$ cat config.mk
export PLATFORM = sky130hd
export DESIGN_NAME = infix_to_postfix_converter
export DESIGN_NICKNAME = d
export VERILOG_FILES = /design/src/rtl/core/icp_pkg.sv /design/src/rtl/core/icp_stack_ram.sv /design/src/rtl/core/infix_to_postfix_converter.sv
export SDC_FILE = /design/constraint.sdc
export NUM_CORES = 1
export LEC_CHECK = 0
export BUFFER_PORTS_ARGS = -buffer_cell sky130_fd_sc_hd__buf_4
export CORE_MARGIN = 5
export CORE_UTILIZATION = 35
export CTS_CLUSTER_DIAMETER = 40
export CTS_CLUSTER_SIZE = 25
export DETAILED_ROUTE_END_ITERATION = 8
export GPL_TIMING_DRIVEN = 0
export PLACE_DENSITY = 0.57
export SLEW_MARGIN = 20
export SYNTH_ARGS = -nofsm -noshare
export SYNTH_HDL_FRONTEND = slang
export SYNTH_SLANG_ARGS = --single-unit
$ cat constraint.sdc
create_clock -name clk -period 7 [get_ports clk]
set_input_delay 1.4 -clock clk [delete_from_list [all_inputs] [get_ports clk]]
set_output_delay 1.4 -clock clk [all_outputs]
set_load 0.01 [all_outputs]
$ cat src/rtl/core/icp_pkg.sv
// Shared types, symbol codes and lookup functions for the infix to postfix converter.
package icp_pkg;

    localparam int DEFAULT_STACK_DEPTH = 16;
    localparam int CHAR_W = 8;
    localparam int CODE_W = 3;

    typedef logic [CHAR_W-1:0] char_t;
    typedef logic [CODE_W-1:0] code_t;
    typedef logic [1:0] prio_t;

    localparam char_t CHAR_LPAREN = 8'h28;
    localparam char_t CHAR_RPAREN = 8'h29;
    localparam char_t CHAR_PLUS   = 8'h2B;
    localparam char_t CHAR_MINUS  = 8'h2D;
    localparam char_t CHAR_STAR   = 8'h2A;
    localparam char_t CHAR_SLASH  = 8'h2F;
    localparam char_t CHAR_ZERO   = 8'h30;
    localparam char_t CHAR_NINE   = 8'h39;
    localparam char_t CHAR_NUL    = 8'h00;

    localparam code_t CODE_LPAREN = 3'd0;
    localparam code_t CODE_PLUS   = 3'd1;
    localparam code_t CODE_MINUS  = 3'd2;
    localparam code_t CODE_MUL    = 3'd3;
    localparam code_t CODE_DIV    = 3'd4;

    typedef enum logic [1:0] {
        S_IDLE,
        S_TOP,
        S_PUSH,
        S_FINAL
    } state_t;

    typedef enum logic [2:0] {
        KIND_NONE,
        KIND_END,
        KIND_DIGIT,
        KIND_OPEN,
        KIND_CLOSE,
        KIND_OP
    } kind_t;

    // Codes outside the symbol set read as an open parenthesis.
    function automatic code_t code_clean(input code_t c);
        code_t r;
        r = (c > CODE_DIV) ? CODE_LPAREN : c;
        return r;
    endfunction

    function automatic prio_t code_prio(input code_t c);
        prio_t p;
        unique case (c)
            CODE_PLUS, CODE_MINUS: p = 2'd1;
            CODE_MUL, CODE_DIV:    p = 2'd2;
            default:               p = 2'd0;
        endcase
        return p;
    endfunction

    function automatic char_t code_char(input code_t c);
        char_t ch;
        unique case (c)
            CODE_PLUS:  ch = CHAR_PLUS;
            CODE_MINUS: ch = CHAR_MINUS;
            CODE_MUL:   ch = CHAR_STAR;
            CODE_DIV:   ch = CHAR_SLASH;
            default:    ch = CHAR_LPAREN;
        endcase
        return ch;
    endfunction

    function automatic code_t op_code(input char_t ch);
        code_t c;
        unique case (ch)
            CHAR_PLUS:  c = CODE_PLUS;
            CHAR_MINUS: c = CODE_MINUS;
            CHAR_STAR:  c = CODE_MUL;
            CHAR_SLASH: c = CODE_DIV;
            default:    c = CODE_LPAREN;
        endcase
        return c;
    endfunction

endpackage

$ cat src/rtl/core/icp_stack_ram.sv
// Operator stack storage: one write port and one registered read port.
module icp_stack_ram #(
    parameter int DEPTH = icp_pkg::DEFAULT_STACK_DEPTH
) (
    input  logic                                  clk,
    input  logic                                  wr_en,
    input  logic [(DEPTH > 1 ? $clog2(DEPTH) : 1)-1:0] wr_addr,
    input  icp_pkg::code_t                        wr_data,
    input  logic                                  rd_en,
    input  logic [(DEPTH > 1 ? $clog2(DEPTH) : 1)-1:0] rd_addr,
    output icp_pkg::code_t                        rd_data
);

    icp_pkg::code_t mem [DEPTH];
    icp_pkg::code_t rd_data_reg;

    always_ff @(posedge clk)
    begin
        if (wr_en)
        begin
            mem[wr_addr] <= wr_data;
        end
    end

    always_ff @(posedge clk)
    begin
        if (rd_en)
        begin
            rd_data_reg <= mem[rd_addr];
        end
    end

    assign rd_data = rd_data_reg;

endmodule

$ cat src/rtl/core/infix_to_postfix_converter.sv
// Top level of the shunting-yard infix to postfix converter.
//
// The input stream carries one character per word in s_axis_tdata; s_axis_tuser
// marks the end of an expression, and then the character is ignored. The output
// stream carries one postfix character per word in m_axis_tdata. On the closing
// word of an expression m_axis_tuser[0] (done) is high, the character is zero and
// m_axis_tuser[1] reports whether a push was dropped on a full stack since the
// previous done. m_axis_tlast is high on the last word caused by an input word.
// Operators wait on a stack in a synchronous RAM with a registered read port. An
// ignored character is dropped on acceptance; a digit is then sent on, and a '(' or
// an operator on an empty stack is pushed. An operator or ')' on a non-empty stack
// is accepted while the top is read; then each popped entry is handled in turn, the
// run stops at an entry that stays or at a matching '(' that is dropped, an operator
// is pushed, and a closing step releases the held last word (an operator that popped
// nothing skips it). An end word pops every stacked entry, releases the held last
// word and sends the done word. The single RAM read port allows one pop per cycle
// while the output register can take the held character. Each popped operator waits
// in a one-entry buffer until it is known whether another follows, so tlast is exact.
// Reset empties the stack and clears the overflow flag at once. A stalled receiver
// holds the output register and the converter waits; no word is lost or repeated.
module infix_to_postfix_converter #(
    parameter int STACK_DEPTH = icp_pkg::DEFAULT_STACK_DEPTH
) (
    input  logic       clk,
    input  logic       rst_n,
    input  logic       s_axis_tvalid,
    output logic       s_axis_tready,
    input  logic [7:0] s_axis_tdata,   // [7:0] char_in
    input  logic       s_axis_tuser,   // [0] end_of_expr
    output logic       m_axis_tvalid,
    input  logic       m_axis_tready,
    output logic [7:0] m_axis_tdata,   // [7:0] out_char
    output logic [1:0] m_axis_tuser,   // [0] done_res, [1] overflow
    output logic       m_axis_tlast    // last
);

    localparam int IDX_W = (STACK_DEPTH > 1) ? $clog2(STACK_DEPTH) : 1;
    localparam int CNT_W = $clog2(STACK_DEPTH + 1);

    icp_pkg::state_t state_reg, state_next;
    icp_pkg::kind_t  kind_reg, kind_next;
    icp_pkg::char_t  char_reg, char_next;
    icp_pkg::code_t  opcode_reg, opcode_next;
    logic [CNT_W-1:0] count_reg, count_next;
    logic            ovf_reg, ovf_next;
    logic            pend_valid_reg, pend_valid_next;
    icp_pkg::char_t  pend_char_reg, pend_char_next;
    logic            out_valid_reg, out_valid_next;
    icp_pkg::char_t  out_char_reg, out_char_next;
    logic            out_done_reg, out_done_next;
    logic            out_ovf_reg, out_ovf_next;
    logic            out_last_reg, out_last_next;

    logic             wr_en;
    logic [IDX_W-1:0] wr_addr;
    icp_pkg::code_t   wr_data;
    logic             rd_en;
    logic [IDX_W-1:0] rd_addr;
    icp_pkg::code_t   rd_data;

    logic             in_accept;
    icp_pkg::kind_t   in_kind;
    logic [CNT_W-1:0] cnt_dec;
    logic [CNT_W-1:0] cnt_dec2;
    logic             stack_empty;
    logic             stack_full;
    logic             more_left;
    logic             slot_free;
    icp_pkg::code_t   top_code;
    logic             pop_req;
    logic             pop_fire;

    icp_stack_ram #(
        .DEPTH (STACK_DEPTH)
    ) u_stack (
        .clk     (clk),
        .wr_en   (wr_en),
        .wr_addr (wr_addr),
        .wr_data (wr_data),
        .rd_en   (rd_en),
        .rd_addr (rd_addr),
        .rd_data (rd_data)
    );

    assign s_axis_tready = (state_reg == icp_pkg::S_IDLE);
    assign in_accept     = s_axis_tvalid && s_axis_tready;

    assign m_axis_tvalid = out_valid_reg;
    assign m_axis_tdata  = out_char_reg;
    assign m_axis_tuser  = {out_ovf_reg, out_done_reg};
    assign m_axis_tlast  = out_last_reg;

    assign cnt_dec     = count_reg - CNT_W'(1);
    assign cnt_dec2    = count_reg - CNT_W'(2);
    assign stack_empty = (count_reg == '0);
    assign stack_full  = (count_reg == CNT_W'(STACK_DEPTH));
    assign more_left   = (cnt_dec != '0);
    assign slot_free   = !out_valid_reg || m_axis_tready;
    assign top_code    = icp_pkg::code_clean(rd_data);

    // Classify the incoming word.
    always_comb
    begin
        if (s_axis_tuser)
        begin
            in_kind = icp_pkg::KIND_END;
        end
        else if (s_axis_tdata >= icp_pkg::CHAR_ZERO && s_axis_tdata <= icp_pkg::CHAR_NINE)
        begin
            in_kind = icp_pkg::KIND_DIGIT;
        end
        else if (s_axis_tdata == icp_pkg::CHAR_LPAREN)
        begin
            in_kind = icp_pkg::KIND_OPEN;
        end
        else if (s_axis_tdata == icp_pkg::CHAR_RPAREN)
        begin
            in_kind = icp_pkg::KIND_CLOSE;
        end
        else if (s_axis_tdata == icp_pkg::CHAR_PLUS || s_axis_tdata == icp_pkg::CHAR_MINUS
                 || s_axis_tdata == icp_pkg::CHAR_STAR || s_axis_tdata == icp_pkg::CHAR_SLASH)
        begin
            in_kind = icp_pkg::KIND_OP;
        end
        else
        begin
            in_kind = icp_pkg::KIND_NONE;
        end
    end

    // Whether the entry on top of the stack leaves it, and whether it can leave now.
    // A pop moves any held character into the output register, so it needs a free slot
    // only when a character is already held.
    always_comb
    begin
        case (kind_reg)
            icp_pkg::KIND_END:   pop_req = 1'b1;
            icp_pkg::KIND_OP:    pop_req = icp_pkg::code_prio(top_code)
                                           >= icp_pkg::code_prio(opcode_reg);
            icp_pkg::KIND_CLOSE: pop_req = (top_code != icp_pkg::CODE_LPAREN);
            default:             pop_req = 1'b0;
        endcase
        pop_fire = (state_reg == icp_pkg::S_TOP) && pop_req
                   && (!pend_valid_reg || slot_free);
    end

    // Next state.
    always_comb
    begin
        state_next = state_reg;
        unique case (state_reg)
            icp_pkg::S_IDLE:
            begin
                if (in_accept)
                begin
                    case (in_kind)
                        icp_pkg::KIND_END:
                            state_next = stack_empty ? icp_pkg::S_FINAL : icp_pkg::S_TOP;
                        icp_pkg::KIND_DIGIT:
                            state_next = icp_pkg::S_FINAL;
                        icp_pkg::KIND_OPEN:
                            state_next = icp_pkg::S_PUSH;
                        icp_pkg::KIND_CLOSE:
                            state_next = stack_empty ? icp_pkg::S_IDLE : icp_pkg::S_TOP;
                        icp_pkg::KIND_OP:
                            state_next = stack_empty ? icp_pkg::S_PUSH : icp_pkg::S_TOP;
                        default:
                            state_next = icp_pkg::S_IDLE;
                    endcase
                end
            end
            icp_pkg::S_TOP:
            begin
                if (pop_req)
                begin
                    if (pop_fire && !more_left)
                    begin
                        state_next = (kind_reg == icp_pkg::KIND_OP) ? icp_pkg::S_PUSH
                                                                    : icp_pkg::S_FINAL;
                    end
                end
                else if (kind_reg == icp_pkg::KIND_OP)
                begin
                    state_next = icp_pkg::S_PUSH;
                end
                else
                begin
                    // A matching '(' ends the ')' run and is discarded.
                    state_next = icp_pkg::S_FINAL;
                end
            end
            icp_pkg::S_PUSH:
            begin
                state_next = pend_valid_reg ? icp_pkg::S_FINAL : icp_pkg::S_IDLE;
            end
            icp_pkg::S_FINAL:
            begin
                case (kind_reg)
                    icp_pkg::KIND_END:
                    begin
                        if (!pend_valid_reg && slot_free)
                        begin
                            state_next = icp_pkg::S_IDLE;
                        end
                    end
                    icp_pkg::KIND_DIGIT:
                    begin
                        if (slot_free)
                        begin
                            state_next = icp_pkg::S_IDLE;
                        end
                    end
                    default:
                    begin
                        if (!pend_valid_reg || slot_free)
                        begin
                            state_next = icp_pkg::S_IDLE;
                        end
                    end
                endcase
            end
            default:
            begin
                state_next = icp_pkg::S_IDLE;
            end
        endcase
    end

    // Datapath, stack access and output register loading.
    always_comb
    begin
        kind_next       = kind_reg;
        char_next       = char_reg;
        opcode_next     = opcode_reg;
        count_next      = count_reg;
        ovf_next        = ovf_reg;
        pend_valid_next = pend_valid_reg;
        pend_char_next  = pend_char_reg;
        out_valid_next  = out_valid_reg && !m_axis_tready;
        out_char_next   = out_char_reg;
        out_done_next   = out_done_reg;
        out_ovf_next    = out_ovf_reg;
        out_last_next   = out_last_reg;
        wr_en           = 1'b0;
        wr_addr         = count_reg[IDX_W-1:0];
        wr_data         = opcode_reg;
        rd_en           = 1'b0;
        rd_addr         = cnt_dec[IDX_W-1:0];

        unique case (state_reg)
            icp_pkg::S_IDLE:
            begin
                if (in_accept)
                begin
                    kind_next   = in_kind;
                    char_next   = s_axis_tdata;
                    opcode_next = icp_pkg::op_code(s_axis_tdata);
                    rd_en       = !stack_empty;
                end
            end
            icp_pkg::S_TOP:
            begin
                if (pop_fire)
                begin
                    if (pend_valid_reg)
                    begin
                        out_valid_next = 1'b1;
                        out_char_next  = pend_char_reg;
                        out_done_next  = 1'b0;
                        out_ovf_next   = 1'b0;
                        out_last_next  = 1'b0;
                    end
                    pend_valid_next = 1'b1;
                    pend_char_next  = icp_pkg::code_char(top_code);
                    count_next      = cnt_dec;
                    rd_en           = more_left;
                    rd_addr         = cnt_dec2[IDX_W-1:0];
                end
                else if (!pop_req && kind_reg == icp_pkg::KIND_CLOSE)
                begin
                    count_next = cnt_dec;
                end
            end
            icp_pkg::S_PUSH:
            begin
                if (stack_full)
                begin
                    ovf_next = 1'b1;
                end
                else
                begin
                    wr_en      = 1'b1;
                    count_next = count_reg + CNT_W'(1);
                end
            end
            icp_pkg::S_FINAL:
            begin
                case (kind_reg)
                    icp_pkg::KIND_END:
                    begin
                        if (slot_free)
                        begin
                            out_valid_next = 1'b1;
                            if (pend_valid_reg)
                            begin
                                out_char_next   = pend_char_reg;
                                out_done_next   = 1'b0;
                                out_ovf_next    = 1'b0;
                                out_last_next   = 1'b0;
                                pend_valid_next = 1'b0;
                            end
                            else
                            begin
                                out_char_next = icp_pkg::CHAR_NUL;
                                out_done_next = 1'b1;
                                out_ovf_next  = ovf_reg;
                                out_last_next = 1'b1;
                                ovf_next      = 1'b0;
                            end
                        end
                    end
                    icp_pkg::KIND_DIGIT:
                    begin
                        if (slot_free)
                        begin
                            out_valid_next = 1'b1;
                            out_char_next  = char_reg;
                            out_done_next  = 1'b0;
                            out_ovf_next   = 1'b0;
                            out_last_next  = 1'b1;
                        end
                    end
                    default:
                    begin
                        if (pend_valid_reg && slot_free)
                        begin
                            out_valid_next  = 1'b1;
                            out_char_next   = pend_char_reg;
                            out_done_next   = 1'b0;
                            out_ovf_next    = 1'b0;
                            out_last_next   = 1'b1;
                            pend_valid_next = 1'b0;
                        end
                    end
                endcase
            end
            default:
            begin
                out_valid_next = out_valid_reg && !m_axis_tready;
            end
        endcase
    end

    always_ff @(posedge clk or negedge rst_n)
    begin
        if (!rst_n)
        begin
            state_reg      <= icp_pkg::S_IDLE;
            count_reg      <= '0;
            ovf_reg        <= 1'b0;
            pend_valid_reg <= 1'b0;
            out_valid_reg  <= 1'b0;
        end
        else
        begin
            state_reg      <= state_next;
            count_reg      <= count_next;
            ovf_reg        <= ovf_next;
            pend_valid_reg <= pend_valid_next;
            out_valid_reg  <= out_valid_next;
        end
    end

    always_ff @(posedge clk)
    begin
        kind_reg      <= kind_next;
        char_reg      <= char_next;
        opcode_reg    <= opcode_next;
        pend_char_reg <= pend_char_next;
        out_char_reg  <= out_char_next;
        out_done_reg  <= out_done_next;
        out_ovf_reg   <= out_ovf_next;
        out_last_reg  <= out_last_next;
    end

endmodule

==> flow_summary.json, run 1 <==
{
  "hpwl_microns": 7222,
  "dr.pass1.iters": 4,
  "yosys_warnings": 0,
  "finClkSkew_ns": 0.007214,
  "r2r_slack_ns": 3.47,
  "period_share_pct": 50.42,
  "rsz0062_at_grt": "no",
  "hp-start": "char_reg[6]",
  "grt-ovfl-total": 0,
  "fmax_mhz": 283.3,
  "gp_congestion": 0.8021,
  "min_period_ns": 3.530,
  "hold_buffers": 0,
  "ioPinCount": 26,
  "ir_drop_mv": 0.1333,
  "grt_pass1_vias": 2902,
  "die_h_microns": 126.1,
  "grtUsageTotal_pct": 12.95,
  "ys_top_cells_by_area": "edfxtp_1 50%, mux4_2 11%, dfrtp_1 5.3%",
  "start_kind": "register",
  "postCtsSetupBuffers": 0,
  "timing.rr.start": "count_reg[0]",
  "hold_viol_final": 0,
  "clkSlewWorstSetupHoldPaths_ns": 0.06,
  "cts_sinks": 89,
  "hold_class": "register to register",
  "root_buffer": "clkbuf_16",
  "synth_flop_cell": "edfxtp_1",
  "worst_slew_pin_slew_ns": 1.026,
  "portBuffers": 25,
  "synth_top_area_cell": "edfxtp_1",
  "slew_violations": 0,
  "final-seq-area_sq_um": 2623,
  "num_rows": 42,
  "slew_headroom_pct": 31.60,
  "clk_path_buf_depth": 2,
  "hold_path_depth": 1,
  "r2r_cells": 10,
  "critical_path_class": "register to register",
  "drc_errors": 0,
  "status": "finished clean",
  "cts_tree": "built",
  "maxCapViolCount": 0,
  "dr_total_vias": 2936,
  "diodes": 0,
  "power.total_mw": 2.271,
  "numCtsBuffers": 9,
  "path_max_fanout": 10,
  "fin_tns_setup_ns": 0,
  "clk_latency_ns": 0.34,
  "drt_wl_total_microns": 9815,
  "viasPerCell": 5.187,
  "core_area_sq_um": 13240,
  "syn_area_per_cell_sq_um": 13.51,
  "antenna_found_initial": 0,
  "final_layout_size_suffix_gt1_share_pct": 22.05,
  "ctsHtreeMaxLevel": 3,
  "synth_most_common_cell": "edfxtp_1",
  "fillCellCount": 1241,
  "area_delta_synth_final_pct": 14.20,
  "synth.distinct_cells": 55,
  "drtIter0Drc": 182,
  "cp.arrival_ns": 3.61,
  "multi_input_area_sq_um": 1964,
  "fp.dieW_microns": 126.1,
  "cts_resized": 0,
  "start_util_pct": 35.60,
  "wire_per_inst_microns": 17.34,
  "synth_common_cells": "79 x edfxtp_1, 34 x nor2_1, 30 x nand2_1, 24 x mux4_2, 16 x ha_1",
  "synth_edf_count": 79,
  "cp.required_ns": 7.08,
  "synth_nets": 378,
  "dieArea_sq_um": 15890,
  "yosys.area.top_type_share_pct": 50.32,
  "setup_violations": 0,
  "netlist_area_sq_um": 4715,
  "drt.antenna.violating_nets": 0,
  "grt_pass1_wl_microns": 15850,
  "power_density_nw_per_um2": 421.8,
  "cp-end-kind": "register",
  "holdPathEnd": "m_axis_tdata[6]",
  "async_reset_ff_share_pct": 11.24,
  "yosysSeqAreaShare_pct": 55.63,
  "final_nets": 414,
  "grt_max_degree": 20,
  "netlist_instances": 349,
  "total_leakage_power_nw": 1.872,
  "worstReg2RegEnd": "u_stack.rd_data[1]",
  "largest_reg_flops": 48,
  "synth-seq-cells": 89
}
[power breakdown]
group,total [mW],switching (mW),leakage (nW),internal (mW)
Combinational,1.06,0.575,0.901,0.490
Sequential,0.787,0.0776,0.843,0.709
Clock,0.420,0.184,0.127,0.236
[layout by cell type (no fill, tap or decap), drive strengths merged, types with 5 or more instances in the layout]
cell type / count
clkbuf: 12
xnor2: 5
a211oi: 7
buf: 37
nor2: 34
nor2b: 6
o21ai: 13
ha: 16
edfxtp: 79
mux4: 24
nand2b: 11
dfrtp: 10
o22ai: 5
nand2: 30
xor2: 5
inv: 12
mux2: 5
nor3b: 7
mux2i: 6
clkinv: 6
a21oi: 12
and2: 6
nor3: 7
[layer usage]
metal	track usage [%]	vias up	share of wire, %
li1	-	1405	-
met1	17.15	1467	45
met2	21.38	55	50
met3	2.159	9	3.3
met4	4.984	0	1.3
met5	0	-	0
[critical path: stages (launching register included)]
cell and delay, ns:
dfrtp_1 0.43, buf_2 0.36, buf_2 0.39, inv_1 0.14, ha_1 0.25, xor2_1 0.35
buf_2 0.36, mux4_2 0.35, a211oi_1 0.27, a21oi_1 0.08, mux2_2 0.28
[through the flow]
step | area, sq um | setup slack [ns] | hold WS (ns) | std cells | utilization [%]
after global placement | 5122 | 3.451 | 0.5044 | 550 | 38.68
after detailed placement | 5122 | 3.386 | 0.5087 | 550 | 38.68
final | 5384 | 3.470 | 0.5239 | 566 | 40.66
after global routing | 5384 | 3.207 | 0.5396 | 566 | 40.66
after CTS | 5384 | 3.382 | 0.5228 | 566 | 40.66
after floorplan | 4715 | 3.952 | 0.4606 | 349 | -
[how the worst max path moves through the flow]
stage,depth (start not counted),to,startpoint,slack [ns]
detailed placement,10,u_stack.rd_data[1],count_reg[0],3.39
global placement,10,u_stack.rd_data[1],count_reg[0],3.45
global route,10,u_stack.rd_data[1],count_reg[0],3.21
finish,10,u_stack.rd_data[1],count_reg[0],3.47
CTS,10,u_stack.rd_data[1],count_reg[0],3.38
floorplan,6,u_stack.rd_data[0],m_axis_tready,3.95
[kinds of logic (layout without fill, tap and decap cells)]
kind of cell / Yosys count / in the layout / share of synthesized area, %
buffers and inverters: 26 / 67 / 2.707
XOR/XNOR: 10 / 10 / 2.017
multiplexers: 35 / 35 / 13.93
AND/OR/NAND/NOR: 116 / 116 / 12.79
AO/OA/AOI/OAI: 57 / 57 / 8.678
flip-flops: 89 / 89 / 55.63
adder cells (fa/ha/maj): 16 / 16 / 4.246
[layout make-up]
class                   count  share of cell area [%]
well taps                 176                   4.090
clock buffers               9                   4.183
inverters                  11                  0.7669
flip-flops and latches     89                   48.71
clock inverters             7                  0.6739
plain buffers              15                   1.604
repair buffers             25                   3.486
multi-input cells         234                   36.49
No activity file was read; power rests on OpenSTA's default activity.
==> run 2, diff against run 1 <==
--- a/config.mk
+++ b/config.mk
@@ -12,7 +12,7 @@
 export CTS_CLUSTER_SIZE = 25
 export DETAILED_ROUTE_END_ITERATION = 8
 export GPL_TIMING_DRIVEN = 0
-export PLACE_DENSITY = 0.57
+export PLACE_DENSITY = 0.58
 export SLEW_MARGIN = 20
 export SYNTH_ARGS = -nofsm -noshare
 export SYNTH_HDL_FRONTEND = slang
==> constraint.sdc (replaced) <==
create_clock -name clk -period 3.12 [get_ports clk]
set_input_delay 0.624 -clock clk [delete_from_list [all_inputs] [get_ports clk]]
set_output_delay 0.624 -clock clk [all_outputs]
set_load 0.01 [all_outputs]
==> run 2 against run 1 <==
Worst setup slack lost 3.3 ns. Cell area grew 2.0%. Count of clock-buffer cells in the layout is the same. First-iteration DRC count shrank 1.6%. Final cell count grew 0.88%. Largest power group unchanged.
==> flow_summary.json, run 2 (synthesis results as in run 1) <==
{
  "gp_congestion": 0.7827,
  "final_nets": 419,
  "drt_wl_total_microns": 10030,
  "viasPerCell": 5.152,
  "portBuffers": 25,
  "finClkSkew_ns": 0.008423,
  "design_area_sq_um": 5489,
  "slew_headroom_pct": 51.72,
  "dr_total_vias": 2942,
  "fp.dieW_microns": 126.1,
  "diodes": 0,
  "fin_hold_ws_ns": 0.1083,
  "cp.required_ns": 3.21,
  "total_leakage_power_nw": 1.928,
  "dr.pass1.iters": 4,
  "cp-end-kind": "register",
  "dr.max_layer_used": "met4",
  "worst_slew_pin_slew_ns": 0.7188,
  "cpMostUsedCell": "buf_6",
  "clk_latency_ns": 0.35,
  "cts_sinks": 89,
  "path_max_fanout": 10,
  "crit_chain": "buf_6 > buf_6 > inv_1 > ha_1 > xor2_2 > buf_4 > mux4_2 > a211oi_1 > a21oi_1 > mux2_2",
  "cp.arrival_ns": 3.08,
  "ctsHtreeMaxLevel": 3,
  "slew_violations": 0,
  "critPathMaxStageDelay_ns": 0.46,
  "drtIter0Drc": 179,
  "power_density_nw_per_um2": 966.1,
  "grt_max_degree": 17,
  "wl_met2_microns": 5032,
  "maxCapViolCount": 0,
  "wire_per_inst_microns": 17.57,
  "status": "finished clean",
  "hold_viol_final": 0,
  "wl_met3_microns": 376,
  "ir_drop_mv": 0.3478,
  "root_buffer": "clkbuf_16",
  "crit_buf_inv": 4,
  "die_h_microns": 126.1,
  "final_cell_mix": "79 x edfxtp_1, 35 x buf_4, 34 x nor2_1",
  "utilization_pct": 41.45,
  "r2r_slack_ns": 0.13,
  "fmax_mhz": 334.6,
  "grt-ovfl-total": 0,
  "start_kind": "register",
  "drt.antenna.violating_nets": 0,
  "drc_errors": 0,
  "grt_pass1_vias": 3063,
  "clk_path_buf_depth": 2,
  "antenna_found_initial": 0,
  "crit_family": "buffers and inverters",
  "hpwl_microns": 7236,
  "cts_tree": "built",
  "setup_violations": 0,
  "placed_area_sq_um": 5122,
  "area_delta_synth_final_pct": 16.43,
  "final_common_cell": "edfxtp_1",
  "critical_path_class": "register to register",
  "final_layout_size_suffix_gt1_share_pct": 24.81,
  "cp_slowest_cell": "dfrtp_1",
  "dieArea_sq_um": 15890,
  "clkSlewWorstSetupHoldPaths_ns": 0.06,
  "period_share_pct": 95.78,
  "ioPinCount": 26,
  "min_period_ns": 2.988,
  "fillCellCount": 1250,
  "hold_class": "input pin to asynchronous set/reset pin",
  "num_rows": 42,
  "numCtsBuffers": 9,
  "grtUsageTotal_pct": 12.87,
  "routedLengthMet1_microns": 4422,
  "grt_pass1_wl_microns": 15970,
  "core_area_sq_um": 13240,
  "start_util_pct": 35.60,
  "largest_reg_flops": 48
}
run 2: per-layer routing:
layer / global-route usage [%] / vias to the layer above
met3: 2.583 / 14
met2: 21.66 / 58
met1: 16.50 / 1465
li1: - / 1405
met4: 4.732 / 0
met5: 0 / -
run 2: through the flow:
| stage | setup WS (ns) | setup TNS, ns | power (mW) | std cells |
|---|---|---|---|---|
| 6_report | 0.1317 | 0 | 5.303 | 571 |
| 5_1_grt | -0.0009812 | -0.001162 | 5.620 | 571 |
| 4_1_cts | 0.01909 | 0 | 5.340 | 571 |
| 3_5_place_dp | -0.4733 | -5.699 | 4.203 | 550 |
| 3_3_place_gp | -0.4574 | -4.713 | 4.169 | 550 |
| 2_1_floorplan | 0.2630 | 0 | 3.543 | 349 |
run 2: worst paths after layout:
check / start / cells after the start / endpoint
setup / recovery: count_reg[0] / 10 / u_stack.rd_data[1]
hold / removal: rst_n / 1 / count_reg[1]
setup reg to reg: count_reg[0] / 10 / u_stack.rd_data[1]
hold reg to reg: char_reg[6] / 1 / m_axis_tdata[6]
max in group asynchronous: rst_n / 1 / count_reg[4]
min in group clk: s_axis_tdata[2] / 1 / char_reg[2]
run 2: timing repair:
action                     4_1_cts  5_1_grt
resized for setup                5        2
setup endpoints to repair       19        3
setup buffers                    5        0
hold buffers                     0        0
run 2: area by class of cell:
type	count	area (sq um)	share of cell area (%)
timing repair buffer	30	225.2	4.103
inverter	11	41.29	0.7522
buffer	15	101.3	1.846
clock inverter	7	77.57	1.413
clock buffer	9	225.2	4.103
sequential	89	2623	47.78
multi-input combinational	234	1976	35.99
tap	176	220.2	4.012
run 2: power breakdown:
part | total (mW) | internal, mW | switching, mW
clock network | 1.09 | 0.630 | 0.459
registers | 1.75 | 1.59 | 0.161
logic | 2.47 | 1.14 | 1.33
total | 5.30 | 3.36 | 1.95
==> run 3, diff against run 2 <==
--- a/config.mk
+++ b/config.mk
@@ -5,7 +5,9 @@
 export SDC_FILE = /design/constraint.sdc
 export NUM_CORES = 1
 export LEC_CHECK = 0
+export ABC_AREA = 1
 export BUFFER_PORTS_ARGS = -buffer_cell sky130_fd_sc_hd__buf_4
+export CORE_ASPECT_RATIO = 2
 export CORE_MARGIN = 5
 export CORE_UTILIZATION = 35
 export CTS_CLUSTER_DIAMETER = 40
==> run 3 against run 2 <==
Maximum frequency grew 3.6%. Critical path type unchanged. Core utilization grew 0.52 points. Sequential share of layout area is essentially flat. Worst setup slack gained 0.10 ns. First-iteration DRC count grew 14%. Hold slack lost 0.010 ns. Die area shrank 0.14%. Synthesized area shrank 1.1%. Wire length grew 8.1%. Highest routed layer unchanged. Global-route usage grew 1.2 points. Sequential power is essentially flat. Clock skew shrank 0.0018 ns.
==> flow_summary.json, run 3 <==
{
  "worstReg2RegEnd": "u_stack.rd_data[0]",
  "synth-seq-cells": 89,
  "syn_area_per_cell_sq_um": 9.553,
  "utilization_pct": 41.97,
  "status": "finished clean",
  "dr.pass1.iters": 4,
  "core_area_sq_um": 13070,
  "p_int_mw": 3.136,
  "synth.distinct_cells": 42,
  "final_cell_mix": "98 x nand2_1, 87 x inv_1, 79 x edfxtp_1",
  "drt.antenna.violating_nets": 0,
  "maxCapViolCount": 0,
  "gp_congestion": 0.8768,
  "dieArea_sq_um": 15870,
  "cts_sinks": 89,
  "start_kind": "register",
  "fmax_mhz": 346.6,
  "final_layout_size_suffix_gt1_share_pct": 15.24,
  "synth_top_area_cell": "edfxtp_1",
  "fin_hold_ws_ns": 0.09824,
  "async_reset_ff_share_pct": 11.24,
  "multi_input_area_sq_um": 1659,
  "grt_pass1_wl_microns": 17040,
  "final_common_cell": "nand2_1",
  "path_max_fanout": 10,
  "critical_path_class": "register to register",
  "yosys.area.top_type_share_pct": 50.89,
  "finClkSkew_ns": 0.006627,
  "timing.rr.start": "u_stack.rd_data[1]",
  "total_leakage_power_nw": 2.382,
  "power_density_nw_per_um2": 987.1,
  "slew_headroom_pct": 52.65,
  "placed_cells": 665,
  "min_period_ns": 2.885,
  "drtIter0Drc": 204,
  "fp.dieW_microns": 91.61,
  "power.total_mw": 5.413,
  "combPwrFrac_pct": 48.0,
  "r2r_cells": 19,
  "grt_busiest_layer": "met2",
  "use_met1_pct": 11.90,
  "antenna_found_initial": 0,
  "largest_reg_flops": 48,
  "final_cells": 690,
  "final_nets": 562,
  "drt_wl_total_microns": 10850,
  "dr_total_vias": 3436,
  "portBuffers": 25,
  "grt_use_met3_pct": 2.215,
  "design_area_sq_um": 5484,
  "wire_per_inst_microns": 15.72,
  "area_delta_synth_final_pct": 17.63,
  "root_buffer": "clkbuf_16",
  "hpwl_microns": 8503,
  "ctsHtreeMaxLevel": 3,
  "diodes": 0,
  "switching_share_pct": 42.07,
  "viasPerCell": 4.980,
  "clk_path_buf_depth": 2,
  "hold_class": "input pin to asynchronous set/reset pin",
  "cp.required_ns": 3.21,
  "grt-ovfl-total": 0,
  "p_clk_share_pct": 20.1,
  "netlist_area_sq_um": 4662,
  "netlist_instances": 488,
  "fin_tns_setup_ns": 0,
  "clkSlewWorstSetupHoldPaths_ns": 0.06,
  "num_rows": 59,
  "start_util_pct": 35.68,
  "period_share_pct": 92.47,
  "ys_top_cells_by_area": "edfxtp_1 51%, nand2_1 8.1%, nand3_1 7.3%",
  "clk_latency_ns": 0.34,
  "grtUsageTotal_pct": 14.09,
  "cp-end-kind": "register",
  "synth_nets": 517,
  "grt_max_degree": 17,
  "layout_setup_ws_ns": 0.2351,
  "ioPinCount": 26,
  "placed_area_sq_um": 5040,
  "synth_edf_count": 79,
  "slew_violations": 0,
  "cts_tree": "built",
  "drc_errors": 0,
  "use_met2_pct": 28.92,
  "synth_flop_cell": "edfxtp_1",
  "r2r_slack_ns": 0.24,
  "yosysSeqAreaShare_pct": 56.25,
  "synth_common_cells": "100 x nand2_1, 87 x inv_1, 79 x edfxtp_1, 68 x nand3_1, 30 x nor2_1",
  "grt_pass1_vias": 3451,
  "synth_most_common_cell": "nand2_1",
  "switchingPower_mw": 2.277,
  "hold_viol_final": 0,
  "fillCellCount": 1240,
  "worst_slew_pin_slew_ns": 0.7048,
  "hold_buffers": 0,
  "cp.arrival_ns": 2.97,
  "rsz0062_at_grt": "no",
  "numCtsBuffers": 9,
  "dp_slack_ns": -0.2844,
  "ir_drop_mv": 0.5096,
  "final-seq-area_sq_um": 2623,
  "setup_violations": 0,
  "die_h_microns": 173.2,
  "seq_power_share_pct": 31.9,
  "yosys_warnings": 0
}
## run 3: changes by cell type after synthesis, sizes merged, moves of 6 or more
cell	before	now
a211oi	7	0
inv	11	90
mux2i	6	0
mux4	24	0
nand2	30	106
nand2b	11	0
nand3	3	70
nand3b	3	9
nor2b	6	0
nor3b	7	1
o21ai	13	21
## run 3: cell families (layout without fill, tap and decap cells)
logic type	count (synthesis)	count (layout)	synth area share, %
flops	89	89	56.25
compound gates	36	36	4.509
fa+ha+maj	16	16	4.294
xor+xnor	6	6	1.289
simple gates	239	239	24.42
buf+inv	102	152	9.232
## run 3: layout make-up
type | count | area share, %
Clock inverter | 7 | 1.460
Multi-Input combinational cell | 297 | 30.25
Buffer | 12 | 1.757
Tap cell | 152 | 3.468
Clock buffer | 9 | 4.107
Sequential cell | 89 | 47.82
Inverter | 90 | 6.160
Timing Repair Buffer | 34 | 4.974
## run 3: power by group through the flow
stage	Combinational [mW]	Clock [mW]	Sequential [mW]
6_report	2.60	1.09	1.73
5_1_grt	2.90	1.17	1.75
4_1_cts	2.51	1.11	1.72
3_5_place_dp	2.45	0	1.77
3_3_place_gp	2.43	0	1.77
2_1_floorplan	1.73	0	1.74
## run 3: critical path, stage by stage, from the launching register on
cell and delay (ns):
edfxtp_1 0.45, o21ai_1 0.15, nand2_1 0.10, o21ai_1 0.13, inv_1 0.07, ha_1 0.27, inv_1 0.03, nand2_1 0.05
nand2_1 0.04, nand2_1 0.06, nand2_2 0.07, nand2_4 0.11, nand4_1 0.24, nand2_4 0.21, buf_6 0.15, nand2_1 0.05
nand3_1 0.07, nand3_1 0.16, nand3_1 0.14, nand2_1 0.07
## run 3: worst max-delay path by stage
stage / from / endpoint / slack [ns] / cells after the start
6_report: u_stack.rd_data[1] / u_stack.rd_data[0] / 0.24 / 19
3_5_place_dp: opcode_reg[1] / m_axis_tdata[6] / -0.28 / 15
2_1_floorplan: u_stack.rd_data[0] / m_axis_tdata[0] / 0.41 / 16
4_1_cts: u_stack.rd_data[1] / u_stack.rd_data[0] / 0.01 / 19
3_3_place_gp: opcode_reg[1] / m_axis_tdata[1] / -0.22 / 15
5_1_grt: u_stack.rd_data[1] / u_stack.rd_data[0] / 0.01 / 19
## run 3: per-layer routing
layer | wire [microns] | part of all wire, %
met5 | 0 | 0
met4 | 662 | 6.1
met3 | 234 | 2.2
met2 | 6406 | 59
met1 | 3545 | 33
## run 3: timing repair
item,in CTS,in global routing
setup endpoints to repair,14,14
setup buffers,5,3
pin swaps,0,1
cloned,0,1
resized for setup,1,12
